<file path="src/design/rrps_pkg.sv">
// Shared constants, types and register codes for the ROI remap pixel sampler.
`default_nettype none
package rrps_pkg;

  localparam int FRAC_BITS  = 8;
  localparam int INT_BITS   = 12;
  localparam int COORD_BITS = INT_BITS + FRAC_BITS;
  localparam int PIX_BITS   = 8;
  localparam int W_BITS     = FRAC_BITS + 1;          // weight, 0 .. 2^FRAC_BITS
  localparam int ROW_BITS   = FRAC_BITS + PIX_BITS;   // one horizontal blend
  localparam int SUM_BITS   = 2 * FRAC_BITS + PIX_BITS + 1;

  localparam int CFG_IDX_BITS  = 3;
  localparam int CFG_DATA_BITS = COORD_BITS;

  localparam logic [CFG_IDX_BITS-1:0] CFG_ROI_LEFT     = 3'd0;
  localparam logic [CFG_IDX_BITS-1:0] CFG_ROI_RIGHT    = 3'd1;
  localparam logic [CFG_IDX_BITS-1:0] CFG_ROI_TOP      = 3'd2;
  localparam logic [CFG_IDX_BITS-1:0] CFG_ROI_BOTTOM   = 3'd3;
  localparam logic [CFG_IDX_BITS-1:0] CFG_USE_BILINEAR = 3'd4;

  localparam logic [FRAC_BITS-1:0] HALF_W = FRAC_BITS'(1) << (FRAC_BITS - 1);
  localparam logic [W_BITS-1:0]    ONE_W  = W_BITS'(1) << FRAC_BITS;

  typedef struct packed {
    logic [COORD_BITS-1:0] roi_left;
    logic [COORD_BITS-1:0] roi_right;
    logic [COORD_BITS-1:0] roi_top;
    logic [COORD_BITS-1:0] roi_bottom;
    logic                  use_bilinear;
  } cfg_t;

  typedef struct packed {
    logic [COORD_BITS-1:0] src_x;
    logic [COORD_BITS-1:0] src_y;
    logic [PIX_BITS-1:0]   pix_top_left;
    logic [PIX_BITS-1:0]   pix_top_right;
    logic [PIX_BITS-1:0]   pix_bottom_left;
    logic [PIX_BITS-1:0]   pix_bottom_right;
    logic                  frame_end;
  } item_t;

  typedef struct packed {
    logic                bilinear;
    logic                in_roi;
    logic                last;
    logic [PIX_BITS-1:0] near_pix;
    logic [W_BITS-1:0]   wx0;
    logic [W_BITS-1:0]   wx1;
    logic [W_BITS-1:0]   wy0;
    logic [W_BITS-1:0]   wy1;
    logic [PIX_BITS-1:0] tl;
    logic [PIX_BITS-1:0] tr;
    logic [PIX_BITS-1:0] bl;
    logic [PIX_BITS-1:0] br;
  } s1_t;

  typedef struct packed {
    logic                bilinear;
    logic                in_roi;
    logic                last;
    logic [PIX_BITS-1:0] near_pix;
    logic [ROW_BITS-1:0] top_row;
    logic [ROW_BITS-1:0] bot_row;
    logic [W_BITS-1:0]   wy0;
    logic [W_BITS-1:0]   wy1;
  } s2_t;

  typedef struct packed {
    logic [PIX_BITS-1:0] out_pixel;
    logic                inside_region;
    logic                frame_last;
  } res_t;

endpackage
`default_nettype wire

</file>
<file path="src/design/rrps_if.sv">
// Valid/ready channel interfaces for coordinate beats and sample beats.
`default_nettype none
interface rrps_coord_if;
  logic                              valid;
  logic                              ready;
  logic [rrps_pkg::COORD_BITS-1:0]   src_x;
  logic [rrps_pkg::COORD_BITS-1:0]   src_y;
  logic [rrps_pkg::PIX_BITS-1:0]     pix_top_left;
  logic [rrps_pkg::PIX_BITS-1:0]     pix_top_right;
  logic [rrps_pkg::PIX_BITS-1:0]     pix_bottom_left;
  logic [rrps_pkg::PIX_BITS-1:0]     pix_bottom_right;
  logic                              frame_end;

  modport source (output valid, src_x, src_y, pix_top_left, pix_top_right,
                  pix_bottom_left, pix_bottom_right, frame_end, input ready);
  modport sink   (input valid, src_x, src_y, pix_top_left, pix_top_right,
                  pix_bottom_left, pix_bottom_right, frame_end, output ready);
endinterface

interface rrps_sample_if;
  logic                          valid;
  logic                          ready;
  logic [rrps_pkg::PIX_BITS-1:0] out_pixel;
  logic                          inside_region;
  logic                          frame_last;

  modport source (output valid, out_pixel, inside_region, frame_last, input ready);
  modport sink   (input valid, out_pixel, inside_region, frame_last, output ready);
endinterface
`default_nettype wire

</file>
<file path="src/design/rrps_front.sv">
// Stage 1: region test, fractional weights and nearest-pixel pick.
`default_nettype none
module rrps_front (
  input  wire logic          clk,
  input  wire logic          rst,
  input  wire rrps_pkg::cfg_t  cfg,
  input  wire logic          up_valid,
  output logic               up_ready,
  input  wire rrps_pkg::item_t up_data,
  output logic               dn_valid,
  input  wire logic          dn_ready,
  output rrps_pkg::s1_t      dn_data
);

  logic [rrps_pkg::FRAC_BITS-1:0] fx;
  logic [rrps_pkg::FRAC_BITS-1:0] fy;
  logic                           ux;
  logic                           uy;
  rrps_pkg::s1_t                  s1_next;

  assign fx = up_data.src_x[rrps_pkg::FRAC_BITS-1:0];
  assign fy = up_data.src_y[rrps_pkg::FRAC_BITS-1:0];

  // half to even: exactly one half goes up only from an odd integer part
  assign ux = (fx > rrps_pkg::HALF_W) ||
              ((fx == rrps_pkg::HALF_W) && up_data.src_x[rrps_pkg::FRAC_BITS]);
  assign uy = (fy > rrps_pkg::HALF_W) ||
              ((fy == rrps_pkg::HALF_W) && up_data.src_y[rrps_pkg::FRAC_BITS]);

  always_comb begin
    s1_next.bilinear = cfg.use_bilinear;
    s1_next.in_roi   = (up_data.src_x >= cfg.roi_left) && (up_data.src_x <= cfg.roi_right) &&
                       (up_data.src_y >= cfg.roi_top)  && (up_data.src_y <= cfg.roi_bottom);
    s1_next.last     = up_data.frame_end;
    if (uy) begin
      s1_next.near_pix = ux ? up_data.pix_bottom_right : up_data.pix_bottom_left;
    end else begin
      s1_next.near_pix = ux ? up_data.pix_top_right : up_data.pix_top_left;
    end
    s1_next.wx0 = rrps_pkg::ONE_W - {1'b0, fx};
    s1_next.wx1 = {1'b0, fx};
    s1_next.wy0 = rrps_pkg::ONE_W - {1'b0, fy};
    s1_next.wy1 = {1'b0, fy};
    s1_next.tl  = up_data.pix_top_left;
    s1_next.tr  = up_data.pix_top_right;
    s1_next.bl  = up_data.pix_bottom_left;
    s1_next.br  = up_data.pix_bottom_right;
  end

  assign up_ready = !dn_valid || dn_ready;

  always_ff @(posedge clk) begin
    if (rst) begin
      dn_valid <= 1'b0;
    end else if (up_ready) begin
      dn_valid <= up_valid;
    end
  end

  always_ff @(posedge clk) begin
    if (up_ready && up_valid) begin
      dn_data <= s1_next;
    end
  end

endmodule
`default_nettype wire

</file>
<file path="src/design/rrps_hblend.sv">
// Stage 2: horizontal blend of the top and bottom pixel pairs.
`default_nettype none
module rrps_hblend (
  input  wire logic          clk,
  input  wire logic          rst,
  input  wire logic          up_valid,
  output logic               up_ready,
  input  wire rrps_pkg::s1_t up_data,
  output logic               dn_valid,
  input  wire logic          dn_ready,
  output rrps_pkg::s2_t      dn_data
);

  localparam int RW = rrps_pkg::ROW_BITS + 1;

  logic [RW-1:0] top_sum;
  logic [RW-1:0] bot_sum;
  rrps_pkg::s2_t s2_next;

  assign top_sum = RW'(up_data.wx0) * RW'(up_data.tl) + RW'(up_data.wx1) * RW'(up_data.tr);
  assign bot_sum = RW'(up_data.wx0) * RW'(up_data.bl) + RW'(up_data.wx1) * RW'(up_data.br);

  always_comb begin
    s2_next.bilinear = up_data.bilinear;
    s2_next.in_roi   = up_data.in_roi;
    s2_next.last     = up_data.last;
    s2_next.near_pix = up_data.near_pix;
    // weights sum to 2^FRAC_BITS, so a row never exceeds 255 << FRAC_BITS
    s2_next.top_row  = top_sum[rrps_pkg::ROW_BITS-1:0];
    s2_next.bot_row  = bot_sum[rrps_pkg::ROW_BITS-1:0];
    s2_next.wy0      = up_data.wy0;
    s2_next.wy1      = up_data.wy1;
  end

  assign up_ready = !dn_valid || dn_ready;

  always_ff @(posedge clk) begin
    if (rst) begin
      dn_valid <= 1'b0;
    end else if (up_ready) begin
      dn_valid <= up_valid;
    end
  end

  always_ff @(posedge clk) begin
    if (up_ready && up_valid) begin
      dn_data <= s2_next;
    end
  end

endmodule
`default_nettype wire

</file>
<file path="src/design/rrps_vblend.sv">
// Stage 3: vertical blend, result select and output register.
`default_nettype none
module rrps_vblend (
  input  wire logic          clk,
  input  wire logic          rst,
  input  wire logic          up_valid,
  output logic               up_ready,
  input  wire rrps_pkg::s2_t up_data,
  output logic               dn_valid,
  input  wire logic          dn_ready,
  output rrps_pkg::res_t     dn_data
);

  localparam int SW = rrps_pkg::SUM_BITS;

  logic [SW-1:0]                 sum;
  logic [rrps_pkg::PIX_BITS-1:0] blend;
  rrps_pkg::res_t                res_next;

  assign sum = SW'(up_data.top_row) * SW'(up_data.wy0) +
               SW'(up_data.bot_row) * SW'(up_data.wy1);
  assign blend = sum[2*rrps_pkg::FRAC_BITS +: rrps_pkg::PIX_BITS];

  always_comb begin
    res_next.inside_region = up_data.in_roi;
    res_next.frame_last    = up_data.last;
    if (!up_data.in_roi) begin
      res_next.out_pixel = '0;
    end else if (up_data.bilinear) begin
      res_next.out_pixel = blend;
    end else begin
      res_next.out_pixel = up_data.near_pix;
    end
  end

  assign up_ready = !dn_valid || dn_ready;

  always_ff @(posedge clk) begin
    if (rst) begin
      dn_valid <= 1'b0;
    end else if (up_ready) begin
      dn_valid <= up_valid;
    end
  end

  always_ff @(posedge clk) begin
    if (up_ready && up_valid) begin
      dn_data <= res_next;
    end
  end

endmodule
`default_nettype wire

</file>
<file path="src/design/roi_remap_pixel_sampler_core.sv">
// Top level of the ROI remap pixel sampler: config registers and three-stage pipeline.
// One output pixel per clock, sustained while the sample port is ready. A coordinate
// beat passes through three register stages in order (region test and weights,
// horizontal blend, vertical blend with the output register). Each stage holds its
// beat under backpressure and takes a new one as soon as it is empty or its successor
// moves, so bubbles close up while the output waits. Bilinear weights are 8-bit
// fractions and the weighted sum is truncated; nearest sampling rounds half to even.
// Write the region bounds and mode only while no beat is in flight.
`default_nettype none
module roi_remap_pixel_sampler_core (
  input  wire logic                                 clk,
  input  wire logic                                 rst,
  input  wire logic                                 cfg_we,
  input  wire logic [rrps_pkg::CFG_IDX_BITS-1:0]    cfg_index,
  input  wire logic [rrps_pkg::CFG_DATA_BITS-1:0]   cfg_data,
  rrps_coord_if.sink                                coord,
  rrps_sample_if.source                             sample
);

  rrps_pkg::cfg_t  cfg;
  rrps_pkg::item_t item;
  rrps_pkg::s1_t   s1_data;
  rrps_pkg::s2_t   s2_data;
  rrps_pkg::res_t  res;
  logic            s1_valid;
  logic            s1_ready;
  logic            s2_valid;
  logic            s2_ready;

  always_ff @(posedge clk) begin
    if (rst) begin
      cfg.roi_left     <= '0;
      cfg.roi_right    <= '1;
      cfg.roi_top      <= '0;
      cfg.roi_bottom   <= '1;
      cfg.use_bilinear <= 1'b1;
    end else if (cfg_we) begin
      case (cfg_index)
        rrps_pkg::CFG_ROI_LEFT:     cfg.roi_left     <= cfg_data;
        rrps_pkg::CFG_ROI_RIGHT:    cfg.roi_right    <= cfg_data;
        rrps_pkg::CFG_ROI_TOP:      cfg.roi_top      <= cfg_data;
        rrps_pkg::CFG_ROI_BOTTOM:   cfg.roi_bottom   <= cfg_data;
        rrps_pkg::CFG_USE_BILINEAR: cfg.use_bilinear <= cfg_data[0];
        default: begin
        end
      endcase
    end
  end

  always_comb begin
    item.src_x            = coord.src_x;
    item.src_y            = coord.src_y;
    item.pix_top_left     = coord.pix_top_left;
    item.pix_top_right    = coord.pix_top_right;
    item.pix_bottom_left  = coord.pix_bottom_left;
    item.pix_bottom_right = coord.pix_bottom_right;
    item.frame_end        = coord.frame_end;
  end

  rrps_front u_front (
    .clk      (clk),
    .rst      (rst),
    .cfg      (cfg),
    .up_valid (coord.valid),
    .up_ready (coord.ready),
    .up_data  (item),
    .dn_valid (s1_valid),
    .dn_ready (s1_ready),
    .dn_data  (s1_data)
  );

  rrps_hblend u_hblend (
    .clk      (clk),
    .rst      (rst),
    .up_valid (s1_valid),
    .up_ready (s1_ready),
    .up_data  (s1_data),
    .dn_valid (s2_valid),
    .dn_ready (s2_ready),
    .dn_data  (s2_data)
  );

  rrps_vblend u_vblend (
    .clk      (clk),
    .rst      (rst),
    .up_valid (s2_valid),
    .up_ready (s2_ready),
    .up_data  (s2_data),
    .dn_valid (sample.valid),
    .dn_ready (sample.ready),
    .dn_data  (res)
  );

  assign sample.out_pixel     = res.out_pixel;
  assign sample.inside_region = res.inside_region;
  assign sample.frame_last    = res.frame_last;

  // an empty first stage always takes a beat
  a_front_ready: assert property (@(posedge clk) disable iff (rst)
    !s1_valid |-> coord.ready)
    else $error("coordinate port stalled with empty first stage");

  // a stalled middle stage keeps its beat
  a_s2_hold: assert property (@(posedge clk) disable iff (rst)
    s2_valid && !s2_ready |=> s2_valid && $stable(s2_data))
    else $error("middle stage dropped or changed a stalled beat");

  // outside the region the sample is forced to zero
  a_outside_zero: assert property (@(posedge clk) disable iff (rst)
    sample.valid && !sample.inside_region |-> sample.out_pixel == '0)
    else $error("outside sample carries a nonzero pixel");

  // a beat leaving stage two with the output free shows up at the output next cycle
  a_s3_load: assert property (@(posedge clk) disable iff (rst)
    s2_valid && s2_ready |=> sample.valid)
    else $error("beat lost between stage two and output");

endmodule
`default_nettype wire
</file>
<file path="src/flat_wrapper.sv">
// flat-port wrapper written by rule: the top's interface ports become plain ports
module roi_remap_pixel_sampler_core_flat 
  (clk, rst, cfg_we, cfg_index, cfg_data, coord_valid, coord_src_x, coord_src_y, coord_pix_top_left, coord_pix_top_right, coord_pix_bottom_left, coord_pix_bottom_right, coord_frame_end, coord_ready, sample_valid, sample_out_pixel, sample_inside_region, sample_frame_last, sample_ready);
  rrps_coord_if coord_i ();
  rrps_sample_if sample_i ();
  input  wire logic clk;
  input  wire logic rst;
  input  wire logic cfg_we;
  input  wire logic [rrps_pkg::CFG_IDX_BITS-1:0] cfg_index;
  input  wire logic [rrps_pkg::CFG_DATA_BITS-1:0] cfg_data;
  input wire logic [$bits(coord_i.valid)-1:0] coord_valid;
  input wire logic [$bits(coord_i.src_x)-1:0] coord_src_x;
  input wire logic [$bits(coord_i.src_y)-1:0] coord_src_y;
  input wire logic [$bits(coord_i.pix_top_left)-1:0] coord_pix_top_left;
  input wire logic [$bits(coord_i.pix_top_right)-1:0] coord_pix_top_right;
  input wire logic [$bits(coord_i.pix_bottom_left)-1:0] coord_pix_bottom_left;
  input wire logic [$bits(coord_i.pix_bottom_right)-1:0] coord_pix_bottom_right;
  input wire logic [$bits(coord_i.frame_end)-1:0] coord_frame_end;
  output wire logic [$bits(coord_i.ready)-1:0] coord_ready;
  output wire logic [$bits(sample_i.valid)-1:0] sample_valid;
  output wire logic [$bits(sample_i.out_pixel)-1:0] sample_out_pixel;
  output wire logic [$bits(sample_i.inside_region)-1:0] sample_inside_region;
  output wire logic [$bits(sample_i.frame_last)-1:0] sample_frame_last;
  input wire logic [$bits(sample_i.ready)-1:0] sample_ready;
  assign coord_i.valid = coord_valid;
  assign coord_i.src_x = coord_src_x;
  assign coord_i.src_y = coord_src_y;
  assign coord_i.pix_top_left = coord_pix_top_left;
  assign coord_i.pix_top_right = coord_pix_top_right;
  assign coord_i.pix_bottom_left = coord_pix_bottom_left;
  assign coord_i.pix_bottom_right = coord_pix_bottom_right;
  assign coord_i.frame_end = coord_frame_end;
  assign coord_ready = coord_i.ready;
  assign sample_valid = sample_i.valid;
  assign sample_out_pixel = sample_i.out_pixel;
  assign sample_inside_region = sample_i.inside_region;
  assign sample_frame_last = sample_i.frame_last;
  assign sample_i.ready = sample_ready;
  roi_remap_pixel_sampler_core u_core (.clk(clk), .rst(rst), .cfg_we(cfg_we), .cfg_index(cfg_index), .cfg_data(cfg_data), .coord(coord_i), .sample(sample_i));
endmodule
</file>
<file path="config.mk">
export PLATFORM = sky130hd
export DESIGN_NAME = roi_remap_pixel_sampler_core_flat
export DESIGN_NICKNAME = d
export VERILOG_FILES = /design/src/design/rrps_pkg.sv /design/src/design/rrps_if.sv /design/src/design/rrps_front.sv /design/src/design/rrps_hblend.sv /design/src/design/rrps_vblend.sv /design/src/design/roi_remap_pixel_sampler_core.sv /design/src/flat_wrapper.sv
export SDC_FILE = /design/constraint.sdc
export NUM_CORES = 2
export LEC_CHECK = 0
export BUFFER_PORTS_ARGS = -buffer_cell sky130_fd_sc_hd__buf_4
export CAP_MARGIN = 20
export CORE_MARGIN = 2
export CORE_UTILIZATION = 45
export CTS_CLUSTER_DIAMETER = 60
export DETAILED_ROUTE_END_ITERATION = 10
export GPL_ROUTABILITY_DRIVEN = 0
export PLACE_DENSITY = 0.67
export SYNTH_ARGS = -nofsm -noshare
export SYNTH_HDL_FRONTEND = slang
export SYNTH_HIERARCHICAL = 1
export SYNTH_SLANG_ARGS = --single-unit
export TNS_END_PERCENT = 30
</file>
<file path="constraint.sdc">
create_clock -name clk -period 8.2 [get_ports clk]
set_input_delay 1.64 -clock clk [delete_from_list [all_inputs] [get_ports clk]]
set_output_delay 1.64 -clock clk [all_outputs]
set_load 0.05 [all_outputs]
</file>
==> impl_metrics.tcl <==
set metrics [dict create \
    hold_buffers 0 \
    crit_family "adder cells" \
    final_common_cell "inv_1" \
    nets 3790 \
    rows 92 \
    clockBufferDepth 3 \
    tns_ns 0 \
    core-area_sq_mm 0.0629 \
    finalCritPeriodShare 0.753 \
    overflow 0 \
    wl_um 69400 \
    vias 19400 \
    remaining_drc_errors 0 \
    crit_chain "nand2_1, fa_1, fa_1, inv_1, fa_1, fa_1, fa_1, inv_1, fa_1, inv_1, ha_1, or2_4, or4_1, o21a_1, a211oi_2, xnor2_1" \
    tritoncts "yes" \
    fin_area_sq_mm 0.0311 \
    fp.dieW_um 256 \
    layout_common_cells "670 x inv_1, 447 x fa_1, 367 x nand2_1" \
    end_kind "flip-flop" \
    ant_nets 0 \
    cts_setup_buffers 0 \
    drtIter0Drc 1218 \
    grt_start_max_net_pins 83 \
    cp_max_fo 32 \
    antenna_found_initial 2 \
    syn_avg_cell_area_sq_um 9.78 \
    ctsHtreeMaxLevel 1 \
    grt_pass1_wl_um 111000 \
    numCtsBuffers 30 \
    status "complete, no violations" \
    crit_buf_inv 3 \
    finalCoreUtilization 0.494 \
    placed_area_sq_mm 0.0300 \
    synthFlopType "edfxtp_1" \
    crit_required_ns 8.50 \
    start_util 0.453 \
    drv_cap 0 \
    drive_above_1_share 0.0678 \
    min_period_ns 6.18 \
    path_class "reg -> reg" \
    hold_depth 0 \
    ios 113 \
    hpwl_um 55200 \
    grt_use_total 0.217 \
    netlist_area_sq_mm 0.0285 \
    syn_inst 2909 \
    slowest_delay_ns 0.93 \
    finalHoldViolations 0 \
    setup_viol 0 \
    slew_viol_final 0 \
    r2r_cells 16 \
    die_area_sq_mm 0.0653 \
    area_delta_synth_final_pct 9.17 \
    slew_headroom 0.260 \
    io_buffer_count 112 \
    clk_latency_ns 0.58 \
    cts.clk_slew.worst_paths_ns 0.06 \
    ys_seq_area_frac 0.213 \
    routed_via_density 5.07 \
    routedWlPerCell_um 18.1 \
    dr.pass1.iters 6 \
    worstSetupPathDepth 16 \
    synth-edff-count 146 \
    cpMostUsedCell "fa_1" \
    finClkSkew_ns 0.0187 \
    slowest_stage "edfxtp_1" \
    yosys_warnings 6 \
    hold_class "reg -> reg" \
    synth.ff_latch_count 230 \
    worst_pin_slew_ns 1.11 \
    fp.dieH_um 256 \
    synthArstFlopShare 0 \
    arrival_ns 6.48 \
    fmax_mhz 162 \
    rsz0062_at_grt "no" \
    start_kind "flip-flop" \
    cts_root_buf "clkbuf_16" \
    synth_cell_types 80 \
    clkSinkCount 230 \
    grt_pass1_vias 20500 \
    cts_repair_resize_count 0 \
]
[registers in the layout, summed over array words and instances (netlist names)]
| signal | count |
|---|---|
| u_core/u_hblend/dn_data | 61 |
| u_core/u_front/dn_data | 75 |
| u_core/u_vblend/dn_data | 10 |
| u_core/cfg | 81 |
| u_core/u_front/dn_valid | 1 |
| u_core/u_hblend/dn_valid | 1 |
| u_core/u_vblend/dn_valid | 1 |
[kinds of logic after synthesis]
kind of cell    count (synthesis)  share of synthesized area
simple gates                  857                      0.150
buf+inv                       761                      0.102
fa+ha+maj                     721                      0.435
flops                         230                      0.213
compound gates                183                     0.0438
mux                            89                     0.0359
xor+xnor                       67                     0.0206
other cells                     1                   0.000132
[worst register-to-register path: stages (launching register included)]
cell      delay, ns
edfxtp_1       0.93
nand2_1        0.19
fa_1           0.55
fa_1           0.54
inv_1          0.05
fa_1           0.52
fa_1           0.52
fa_1           0.54
inv_1          0.05
fa_1           0.53
inv_1          0.04
ha_1           0.22
or2_4          0.26
or4_1          0.41
o21a_1         0.24
a211oi_2       0.22
xnor2_1        0.09
[per-layer routing]
metal / share of wire / global-route usage
met1: 0.43 / 0.289
met2: 0.50 / 0.376
met3: 0.049 / 0.0286
met4: 0.024 / 0.0544
met5: 0.00019 / 0
[metrics by stage]
stage                     setup WS, ns  hold slack, ns  std cells
after floorplan                   2.56           0.400       2910
after global placement            2.08           0.401       3782
after detailed placement          1.99           0.405       3782
after CTS                         1.98           0.408       3838
after global routing              1.66           0.421       3839
final                             2.02           0.409       3839
[final timing paths]
path                              start                          end  slack (ns)
min          u_core/u_front/dn_data[47]  u_core/u_hblend/dn_data[15]        0.41
max          u_core/u_front/dn_data[59]  u_core/u_hblend/dn_data[33]        2.02
min reg2reg  u_core/u_front/dn_data[47]  u_core/u_hblend/dn_data[15]        0.41
max reg2reg  u_core/u_front/dn_data[59]  u_core/u_hblend/dn_data[33]        2.02
[area by class of cell]
| class | instances | area (sq um) |
|---|---|---|
| fillers | 5866 | 31800 |
| multi-input cells | 1919 | 19500 |
| flip-flops and latches | 230 | 6070 |
| inverters | 670 | 2510 |
| well taps | 846 | 1060 |
| repair buffers | 117 | 878 |
| clock buffers | 38 | 822 |
| clock inverters | 18 | 218 |
| diodes | 1 | 2.50 |
[cell usage after synthesis, drive strengths merged, types with 2 or more instances]
master,n,share of area
a211o,3,0.00092
a211oi,12,0.0039
a21o,16,0.0042
a21oi,56,0.0098
a221oi,4,0.0015
a31o,2,0.00062
a31oi,5,0.0013
and2,250,0.055
and3,2,0.00048
and4,3,0.00097
and4bb,3,0.0013
buf,21,0.0040
clkbuf,69,0.0091
dfxtp,84,0.059
edfxtp,146,0.15
fa,447,0.31
ha,274,0.12
inv,670,0.088
mux2i,81,0.028
mux4,8,0.0074
nand2,367,0.048
nand2b,69,0.015
nand3,11,0.0021
nand3b,5,0.0013
nand4,14,0.0033
nor2,95,0.013
nor2b,6,0.0013
nor3,13,0.0025
nor3b,2,0.00053
nor4,4,0.00088
o211ai,8,0.0021
o21a,9,0.0024
o21ai,41,0.0079
o21bai,4,0.0011
o221ai,4,0.0015
o22ai,5,0.0011
o311ai,2,0.00062
o31a,2,0.00062
o31ai,3,0.0015
or2,3,0.00084
or3,3,0.00070
or4,2,0.00053
xnor2,52,0.016
xor2,15,0.0046
Power is not shown: default switching activity piles up to over one toggle a cycle in this logic, so the estimate is an artifact.
